===== src/hw/rtl/itp_pkg.sv =====
// Types, character codes and precedence helpers of the infix to postfix converter.
`default_nettype none

package itp_pkg;

	localparam int DEFAULT_STACK_DEPTH = 32;
	localparam int DEFAULT_QUEUE_DEPTH = 2;

	localparam logic [7:0] CH_SPACE = 8'h20;
	localparam logic [7:0] CH_OPEN  = 8'h28;
	localparam logic [7:0] CH_CLOSE = 8'h29;
	localparam logic [7:0] CH_PLUS  = 8'h2B;
	localparam logic [7:0] CH_MINUS = 8'h2D;
	localparam logic [7:0] CH_STAR  = 8'h2A;
	localparam logic [7:0] CH_SLASH = 8'h2F;
	localparam logic [7:0] CH_CARET = 8'h5E;
	localparam logic [7:0] CH_DOLLAR = 8'h24;

	localparam logic [2:0] PREC_OPEN = 3'd1;
	localparam logic [2:0] PREC_ADD  = 3'd2;
	localparam logic [2:0] PREC_MUL  = 3'd4;
	localparam logic [2:0] PREC_POW  = 3'd6;

	typedef struct packed {
		logic [7:0] symbol;
		logic       is_last;
	} in_word_t;

	typedef struct packed {
		logic [7:0] out_symbol;
		logic       has_symbol;
		logic       end_of_expression;
		logic       error;
	} out_word_t;

	typedef enum logic [2:0] {
		KIND_SKIP,
		KIND_OPEN,
		KIND_CLOSE,
		KIND_OPER,
		KIND_OPND
	} sym_kind_t;

	typedef struct packed {
		logic [7:0] sym;
		sym_kind_t  kind;
		logic [2:0] prec;
		logic       last;
	} cmd_t;

	typedef enum logic [1:0] {
		ST_MAIN,
		ST_FLUSH,
		ST_END
	} back_state_t;

	function automatic logic [2:0] prec_of(input logic [7:0] sym);
		logic [2:0] p;
		p = PREC_OPEN;
		if (sym inside {CH_PLUS, CH_MINUS}) begin
			p = PREC_ADD;
		end else if (sym inside {CH_STAR, CH_SLASH}) begin
			p = PREC_MUL;
		end else if (sym inside {CH_CARET, CH_DOLLAR}) begin
			p = PREC_POW;
		end
		return p;
	endfunction

	function automatic logic is_operator(input logic [7:0] sym);
		return sym inside {CH_PLUS, CH_MINUS, CH_STAR, CH_SLASH, CH_CARET, CH_DOLLAR};
	endfunction

endpackage

`default_nettype wire


===== src/hw/rtl/itp_ram.sv =====
// Generic simple dual-port RAM with one write port and a registered read port.
`default_nettype none

module itp_ram #(
	parameter int WIDTH = 8,
	parameter int DEPTH = 32
) (
	input  wire logic                     clk,
	input  wire logic                     we,
	input  wire logic [$clog2(DEPTH)-1:0] waddr,
	input  wire logic [WIDTH-1:0]         wdata,
	input  wire logic [$clog2(DEPTH)-1:0] raddr,
	output logic      [WIDTH-1:0]         rdata
);

	logic [WIDTH-1:0] mem_q [DEPTH];

	always_ff @(posedge clk) begin
		if (we) begin
			mem_q[waddr] <= wdata;
		end
		rdata <= mem_q[raddr];
	end

endmodule

`default_nettype wire


===== src/hw/rtl/itp_front.sv =====
// Front end: takes input words and classifies each character into a command.
`default_nettype none

module itp_front
	import itp_pkg::*;
(
	input  wire logic     sym_valid,
	output logic          sym_ready,
	input  wire in_word_t sym_word,
	output logic          cmd_valid,
	input  wire logic     cmd_ready,
	output cmd_t          cmd
);

	assign sym_ready = cmd_ready;
	assign cmd_valid = sym_valid;

	always_comb begin
		cmd.sym  = sym_word.symbol;
		cmd.last = sym_word.is_last;
		cmd.prec = prec_of(sym_word.symbol);
		if (sym_word.symbol == CH_SPACE) begin
			cmd.kind = KIND_SKIP;
		end else if (sym_word.symbol == CH_OPEN) begin
			cmd.kind = KIND_OPEN;
		end else if (sym_word.symbol == CH_CLOSE) begin
			cmd.kind = KIND_CLOSE;
		end else if (is_operator(sym_word.symbol)) begin
			cmd.kind = KIND_OPER;
		end else begin
			cmd.kind = KIND_OPND;
		end
	end

endmodule

`default_nettype wire


===== src/hw/rtl/itp_cmd_queue.sv =====
// Short command queue between the front end and the stack engine.
`default_nettype none

module itp_cmd_queue
	import itp_pkg::*;
#(
	parameter int DEPTH = DEFAULT_QUEUE_DEPTH
) (
	input  wire logic clk,
	input  wire logic arst_n,
	input  wire logic push_valid,
	output logic      push_ready,
	input  wire cmd_t push_cmd,
	output logic      head_valid,
	output cmd_t      head_cmd,
	input  wire logic pop
);

	localparam int PW = (DEPTH > 1) ? $clog2(DEPTH) : 1;
	localparam int CW = $clog2(DEPTH + 1);

	cmd_t          slot_q [DEPTH];
	logic [PW-1:0] wr_ptr_q;
	logic [PW-1:0] rd_ptr_q;
	logic [CW-1:0] fill_q;
	logic          do_push;
	logic          do_pop;

	assign push_ready = (fill_q != CW'(DEPTH));
	assign head_valid = (fill_q != '0);
	assign head_cmd   = slot_q[rd_ptr_q];
	assign do_push    = push_valid && push_ready;
	assign do_pop     = pop && head_valid;

	always_ff @(posedge clk) begin
		if (do_push) begin
			slot_q[wr_ptr_q] <= push_cmd;
		end
	end

	always_ff @(posedge clk or negedge arst_n) begin
		if (!arst_n) begin
			wr_ptr_q <= '0;
			rd_ptr_q <= '0;
			fill_q   <= '0;
		end else begin
			if (do_push) begin
				wr_ptr_q <= (wr_ptr_q == PW'(DEPTH - 1)) ? '0 : wr_ptr_q + PW'(1);
			end
			if (do_pop) begin
				rd_ptr_q <= (rd_ptr_q == PW'(DEPTH - 1)) ? '0 : rd_ptr_q + PW'(1);
			end
			if (do_push && !do_pop) begin
				fill_q <= fill_q + CW'(1);
			end else if (do_pop && !do_push) begin
				fill_q <= fill_q - CW'(1);
			end
		end
	end

endmodule

`default_nettype wire


===== src/hw/rtl/itp_back.sv =====
// Stack engine: runs commands against the operator stack and drives the output register.
`default_nettype none

module itp_back
	import itp_pkg::*;
#(
	parameter int STACK_DEPTH = DEFAULT_STACK_DEPTH
) (
	input  wire logic clk,
	input  wire logic arst_n,
	input  wire logic cmd_valid,
	input  wire cmd_t cmd,
	output logic      cmd_pop,
	output logic      post_valid,
	input  wire logic post_ready,
	output out_word_t post_word
);

	localparam int AW = $clog2(STACK_DEPTH);
	localparam int CW = $clog2(STACK_DEPTH + 1);

	back_state_t   state_q, state_d;
	logic [CW-1:0] count_q, count_d;
	logic [7:0]    top_q, top_d;
	logic          rd_fresh_q;
	logic          err_q, err_d;
	logic          hold_valid_q, hold_valid_d;
	logic [7:0]    hold_sym_q, hold_sym_d;
	logic          out_valid_q, out_valid_d;
	out_word_t     out_q, out_d;

	logic          we;
	logic [AW-1:0] waddr;
	logic [AW-1:0] raddr;
	logic [7:0]    rdata;

	logic          out_free;
	logic          empty;
	logic          full;
	logic          below_ok;
	logic          do_emit;
	logic [7:0]    emit_sym;
	logic          do_pop;
	logic          do_push;
	logic          main_done;
	logic          set_err;
	logic          finish;

	// The top of stack lives in top_q; the RAM holds the entries below it.
	assign waddr = count_q[AW-1:0] - AW'(1);
	assign raddr = count_q[AW-1:0] - AW'(2);

	itp_ram #(
		.WIDTH(8),
		.DEPTH(STACK_DEPTH)
	) u_stack_ram (
		.clk  (clk),
		.we   (we),
		.waddr(waddr),
		.wdata(top_q),
		.raddr(raddr),
		.rdata(rdata)
	);

	assign out_free   = !out_valid_q || post_ready;
	assign empty      = (count_q == '0);
	assign full       = (count_q == CW'(STACK_DEPTH));
	assign below_ok   = (count_q == CW'(1)) || rd_fresh_q;
	assign post_valid = out_valid_q;
	assign post_word  = out_q;

	always_comb begin
		do_emit   = 1'b0;
		emit_sym  = top_q;
		do_pop    = 1'b0;
		do_push   = 1'b0;
		main_done = 1'b0;
		set_err   = 1'b0;
		finish    = 1'b0;
		cmd_pop   = 1'b0;
		state_d   = state_q;

		case (state_q)
			ST_MAIN: begin
				if (cmd_valid) begin
					case (cmd.kind)
						KIND_SKIP: begin
							main_done = 1'b1;
						end
						KIND_OPND: begin
							if (out_free) begin
								do_emit   = 1'b1;
								emit_sym  = cmd.sym;
								main_done = 1'b1;
							end
						end
						KIND_OPEN: begin
							do_push   = 1'b1;
							main_done = 1'b1;
						end
						KIND_CLOSE: begin
							if (empty) begin
								set_err   = 1'b1;
								main_done = 1'b1;
							end else if (top_q == CH_OPEN) begin
								if (below_ok) begin
									do_pop    = 1'b1;
									main_done = 1'b1;
								end
							end else if (below_ok && out_free) begin
								do_emit = 1'b1;
								do_pop  = 1'b1;
							end
						end
						KIND_OPER: begin
							if (!empty && (prec_of(top_q) >= cmd.prec)) begin
								if (below_ok && out_free) begin
									do_emit = 1'b1;
									do_pop  = 1'b1;
								end
							end else begin
								do_push   = 1'b1;
								main_done = 1'b1;
							end
						end
						default: begin
							main_done = 1'b1;
						end
					endcase
					if (main_done) begin
						if (cmd.last) begin
							state_d = ST_FLUSH;
						end else begin
							cmd_pop = 1'b1;
						end
					end
				end
			end
			ST_FLUSH: begin
				if (empty) begin
					state_d = ST_END;
				end else if (below_ok) begin
					if (top_q == CH_OPEN) begin
						do_pop  = 1'b1;
						set_err = 1'b1;
					end else if (out_free) begin
						do_emit = 1'b1;
						do_pop  = 1'b1;
					end
				end
			end
			ST_END: begin
				if (out_free) begin
					finish  = 1'b1;
					cmd_pop = 1'b1;
					state_d = ST_MAIN;
				end
			end
			default: begin
				state_d = ST_MAIN;
			end
		endcase
	end

	always_comb begin
		count_d      = count_q;
		top_d        = top_q;
		we           = 1'b0;
		err_d        = err_q || set_err;
		hold_valid_d = hold_valid_q;
		hold_sym_d   = hold_sym_q;
		out_valid_d  = out_valid_q && !post_ready;
		out_d        = out_q;

		if (do_pop) begin
			count_d = count_q - CW'(1);
			top_d   = rdata;
		end

		if (do_push) begin
			if (full) begin
				err_d = 1'b1;
			end else begin
				we      = !empty;
				count_d = count_q + CW'(1);
				top_d   = cmd.sym;
			end
		end

		// During the final character each result waits one step in the hold
		// register, so the end mark can go on whichever result turns out last.
		if (do_emit) begin
			if (cmd.last) begin
				if (hold_valid_q) begin
					out_valid_d             = 1'b1;
					out_d.out_symbol        = hold_sym_q;
					out_d.has_symbol        = 1'b1;
					out_d.end_of_expression = 1'b0;
					out_d.error             = 1'b0;
				end
				hold_valid_d = 1'b1;
				hold_sym_d   = emit_sym;
			end else begin
				out_valid_d             = 1'b1;
				out_d.out_symbol        = emit_sym;
				out_d.has_symbol        = 1'b1;
				out_d.end_of_expression = 1'b0;
				out_d.error             = 1'b0;
			end
		end

		if (finish) begin
			out_valid_d             = 1'b1;
			out_d.out_symbol        = hold_valid_q ? hold_sym_q : 8'h00;
			out_d.has_symbol        = hold_valid_q;
			out_d.end_of_expression = 1'b1;
			out_d.error             = err_q;
			hold_valid_d            = 1'b0;
			err_d                   = 1'b0;
			count_d                 = '0;
		end
	end

	always_ff @(posedge clk) begin
		top_q      <= top_d;
		hold_sym_q <= hold_sym_d;
		out_q      <= out_d;
	end

	always_ff @(posedge clk or negedge arst_n) begin
		if (!arst_n) begin
			state_q      <= ST_MAIN;
			count_q      <= '0;
			rd_fresh_q   <= 1'b0;
			err_q        <= 1'b0;
			hold_valid_q <= 1'b0;
			out_valid_q  <= 1'b0;
		end else begin
			state_q      <= state_d;
			count_q      <= count_d;
			rd_fresh_q   <= (count_d == count_q);
			err_q        <= err_d;
			hold_valid_q <= hold_valid_d;
			out_valid_q  <= out_valid_d;
		end
	end

endmodule

`default_nettype wire


===== src/hw/rtl/infix_to_postfix_converter.sv =====
// An operand is registered in the command queue and then in the output register before it
// appears on post_word. A stack pop may wait for the registered read port of the stack RAM;
// once the stack of the final character is empty, the engine moves to its end state and
// from there sends the end word. A queue of QUEUE_DEPTH commands lets input words
// arrive while pops run. Reset (arst_n low, asynchronous) empties the stack, queue and
// output register and clears the error flag; RAM contents are kept.
`default_nettype none

module infix_to_postfix_converter
	import itp_pkg::*;
#(
	parameter int STACK_DEPTH = DEFAULT_STACK_DEPTH,
	parameter int QUEUE_DEPTH = DEFAULT_QUEUE_DEPTH
) (
	input  wire logic     clk,
	input  wire logic     arst_n,
	input  wire logic     sym_valid,
	output logic          sym_ready,
	input  wire in_word_t sym_word,
	output logic          post_valid,
	input  wire logic     post_ready,
	output out_word_t     post_word
);

	// Front end to queue: each accepted word becomes one classified command.
	logic cls_valid;
	logic cls_ready;
	cmd_t cls_cmd;

	// Queue to stack engine: the head command stays in place until the
	// engine has finished all of its work, including the final flush.
	logic head_valid;
	cmd_t head_cmd;
	logic head_pop;

	// The front end tags each character as space, open or close parenthesis,
	// operator (with its precedence) or operand.
	itp_front u_front (
		.sym_valid(sym_valid),
		.sym_ready(sym_ready),
		.sym_word (sym_word),
		.cmd_valid(cls_valid),
		.cmd_ready(cls_ready),
		.cmd      (cls_cmd)
	);

	itp_cmd_queue #(
		.DEPTH(QUEUE_DEPTH)
	) u_queue (
		.clk       (clk),
		.arst_n    (arst_n),
		.push_valid(cls_valid),
		.push_ready(cls_ready),
		.push_cmd  (cls_cmd),
		.head_valid(head_valid),
		.head_cmd  (head_cmd),
		.pop       (head_pop)
	);

	// The stack engine keeps the top operator in a register and the rest in
	// RAM. It pops while precedence allows, pushes, and on the final character
	// flushes the stack and sends the word that carries the end mark and error.
	itp_back #(
		.STACK_DEPTH(STACK_DEPTH)
	) u_back (
		.clk       (clk),
		.arst_n    (arst_n),
		.cmd_valid (head_valid),
		.cmd       (head_cmd),
		.cmd_pop   (head_pop),
		.post_valid(post_valid),
		.post_ready(post_ready),
		.post_word (post_word)
	);

endmodule

`default_nettype wire


===== config.mk =====
export PLATFORM = sky130hd
export DESIGN_NAME = infix_to_postfix_converter
export DESIGN_NICKNAME = d
export VERILOG_FILES = /design/src/hw/rtl/itp_pkg.sv /design/src/hw/rtl/itp_ram.sv /design/src/hw/rtl/itp_front.sv /design/src/hw/rtl/itp_cmd_queue.sv /design/src/hw/rtl/itp_back.sv /design/src/hw/rtl/infix_to_postfix_converter.sv
export SDC_FILE = /design/constraint.sdc
export NUM_CORES = 1
export LEC_CHECK = 0
export ABC_AREA = 1
export BUFFER_PORTS_ARGS = -buffer_cell sky130_fd_sc_hd__buf_2
export CAP_MARGIN = 20
export CORE_AREA = 5 5 168 170
export DETAILED_ROUTE_END_ITERATION = 6
export DIE_AREA = 0 0 173 175
export PLACE_DENSITY_LB_ADDON = 0.2
export SKIP_CTS_REPAIR_TIMING = 1
export SYNTH_ARGS = -nofsm -noshare
export SYNTH_HDL_FRONTEND = slang
export SYNTH_SLANG_ARGS = --single-unit
export TNS_END_PERCENT = 1

===== constraint.sdc =====
create_clock -name clk -period 4.6 [get_ports clk]
set_clock_uncertainty 0.15 [all_clocks]
set_input_delay 0.46 -clock clk [delete_from_list [all_inputs] [get_ports clk]]
set_output_delay 0.46 -clock clk [all_outputs]
set_load 0.03 [all_outputs]

==> flow_summary.ini <==
[outcome]
status = finished clean

[timing]
finalMaxSlewViolations = 0
period_share_pct = 86.7
period_minus_slack_ps = 3990
clock.fmax_mhz = 251
slew_headroom_pct = 55.0
setup_viol = 0
finalHoldViolCount = 0
worstMarginPinSlew_ps = 675
fin_setup_tns_ps = 0
rsz0062_at_grt = false

[run]
maxCapViolations = 0

[setup_path]
cp.required_ps = 4670
r2r_slack_ps = 610
arrival_ps = 4060
worst-path-max-fanout = 21
cp-start-kind = flop
rr_startpoint = u_back.top_q[2]
crit_path_end_kind = flop
critPathKind = reg -> reg
r2r_end = u_back.u_stack_ram.mem_q[31][3]
ff2ff_path_depth = 17

[synthesis]
ys_ff_latch = 337
syn_inst = 1202
post-synth-top-count-cell = edfxtp_1
synth_ff_type = edfxtp_1
ys_types = 47
synth-warning-count = 0
synth-async-reset-ratio_pct = 4.75
synth.net_count = 1229
syn_area_mm2 = 0.0143
synth_edf_count = 304
synth_top_area_share_pct = 63.8
synth.largest_area_cell = edfxtp_1
avgSynthCellArea_um2 = 11.9
synth_commonest_cells = edfxtp_1 (304), nor2_1 (211), o21ai_0 (157), nand2_1 (103), inv_1 (62)
synth_area_leaders = edfxtp_1 (64%), nor2_1 (5.5%), o21ai_0 (5.5%)
ys_seq_area_share_pct = 69.0

[clocking]
insertion_delay_ps = 500
cts_tree = built
clk_pin_slew_worst_paths_ps = 60
cts_buffers = 36
clockRootBuffer = clkbuf_16
htreeDepth = 2
clkSinkCount = 337
ctsLongestPathBuffers = 3

[detailed_routing]
postRouteWirelength_mm = 33.6
drc = 0
ant_nets = 0
vias = 9493
wl_per_cell_um = 20.7
first_iter_violations = 1116
viasPerCell = 5.84
drtPass1Iterations = 6

[placement]
place.port_buffers = 25
hpwl_mm = 21.0
finalWeightedCongestion = 0.848
dp.cells = 1562

[global_route]
grt_use_met1_pct = 32.0
top_usage_layer = met2
grt_pass1_vias = 9104
grt_pass1_wl_mm = 51.9
antenna_found_initial = 0
grt_max_degree = 71
grtUsageMet3_pct = 3.76
grt.total_usage_pct = 21.9
grt_overflow = 0
grtUsageMet2_pct = 34.2

[finish]
fill_cells = 2105
drive_gt1_share_pct = 14.2
nets = 1288
antennaDiodeCount = 0
area_growth_pct = 12.9
stdcell_count = 1626

[power_and_ir_drop]
p_leak_nw = 5.81
vdd_ir_drop_max_mv = 0.433
totalPowerFinal_mw = 11.6
power.density_mw_per_mm2 = 720

[hold_path]
hold_end = u_queue.slot_q[1][11]
hold_path.class = in -> reg
hp-start = sym_word[5]
worst_hold_path.num_cells = 1

[die]
ios = 26
die_w_um = 173
core_area_mm2 = 0.0266
die_h_um = 175
die_area_mm2 = 0.0303
rows = 60
initial_core_util_pct = 53.9
==> layout by cell type, fill, tap and decap left out, types with 25 or more instances in the layout <==
master,count
inv_1,60
buf_4,56
buf_2,25
nand3_1,52
nor2_1,211
clkbuf_16,37
edfxtp_1,304
o221ai_1,53
nand2_1,103
o21ai_0,157
==> logic make-up (layout without fill, tap and decap cells) <==
logic type / after synthesis / count (layout) / share of synthesized area (%)
AO/OA/AOI/OAI: 281 / 281 / 12.0
XOR/XNOR: 12 / 12 / 0.734
adder cells (fa/ha/maj): 14 / 14 / 1.22
buffers and inverters: 134 / 217 / 3.96
flip-flops: 337 / 337 / 69.0
multiplexers: 7 / 7 / 0.490
AND/OR/NAND/NOR: 417 / 417 / 12.6
==> routing by layer <==
metal,part of all wire (%),up-vias
li1,-,4486
met1,44,4541
met2,45,403
met3,7.9,63
met4,2.4,0
met5,0,-
==> critical path, stage by stage (launching register included) <==
cell	delay, ps
dfxtp_1	610
nand2_1	170
o32ai_1	330
inv_1	110
nand2_1	90
ha_1	260
a21oi_1	160
nand3_1	140
nand2_4	100
inv_2	40
nand2_2	50
nand2_2	70
nor2_4	180
inv_2	190
nor2_4	150
nand2_1	330
nor2_1	350
buf_4	220
==> through the flow <==
stage	utilization [%]	hold WS [ps]	setup slack, ps	instance area (µm²)
3_5_place_dp	56.4	251	676	15000
2_1_floorplan	-	14.4	999	14300
3_3_place_gp	56.4	257	864	15000
5_1_grt	60.8	10.2	362	16200
4_1_cts	60.7	-273	650	16100
6_report	60.8	15.1	612	16200
==> where the power goes <==
group	switching [mW]	leakage, nW	internal (mW)
Sequential	0.188	3.07	4.04
Clock	1.10	0.548	1.67
Combinational	3.40	2.19	1.24
==> how the worst max path moves through the flow <==
| stage | start | cells after the start | to | slack [ps] |
|---|---|---|---|---|
| after floorplan | u_back.top_q[0] | 18 | u_back.u_stack_ram.mem_q[16][0] | 1000 |
| after global placement | u_back.top_q[2] | 17 | u_back.u_stack_ram.mem_q[31][7] | 860 |
| after detailed placement | u_back.top_q[2] | 17 | u_back.u_stack_ram.mem_q[31][3] | 680 |
| after CTS | u_back.top_q[2] | 17 | u_back.u_stack_ram.mem_q[31][0] | 650 |
| after global routing | u_back.top_q[2] | 18 | u_back.u_stack_ram.mem_q[31][3] | 360 |
| final | u_back.top_q[2] | 17 | u_back.u_stack_ram.mem_q[31][3] | 610 |
==> cell type report <==
cell class	count	area, µm²	area share, %
clock inverter	16	153	0.945
timing repair buffer	83	566	3.50
tap	341	427	2.64
multi-input combinational	731	3870	24.0
clock buffer	46	980	6.07
sequential	337	9870	61.1
inverter	72	278	1.72
==> state kept, by name, summed over array words and instances, names as in the netlist <==
register and flops:
u_back.post_word 11, u_queue.fill_q 2, u_back.err_q 1, u_back.rd_fresh_q 1, u_back.hold_sym_q 8, u_back.state_q 2
u_queue.rd_ptr_q 1, u_back.u_stack_ram.mem_q 256, u_queue.slot_q 30, u_back.u_stack_ram.rdata 8, u_back.post_valid 1, u_back.hold_valid_q 1
u_back.count_q 6, u_back.top_q 8, u_queue.wr_ptr_q 1
(Power assumes the default switching activity.)
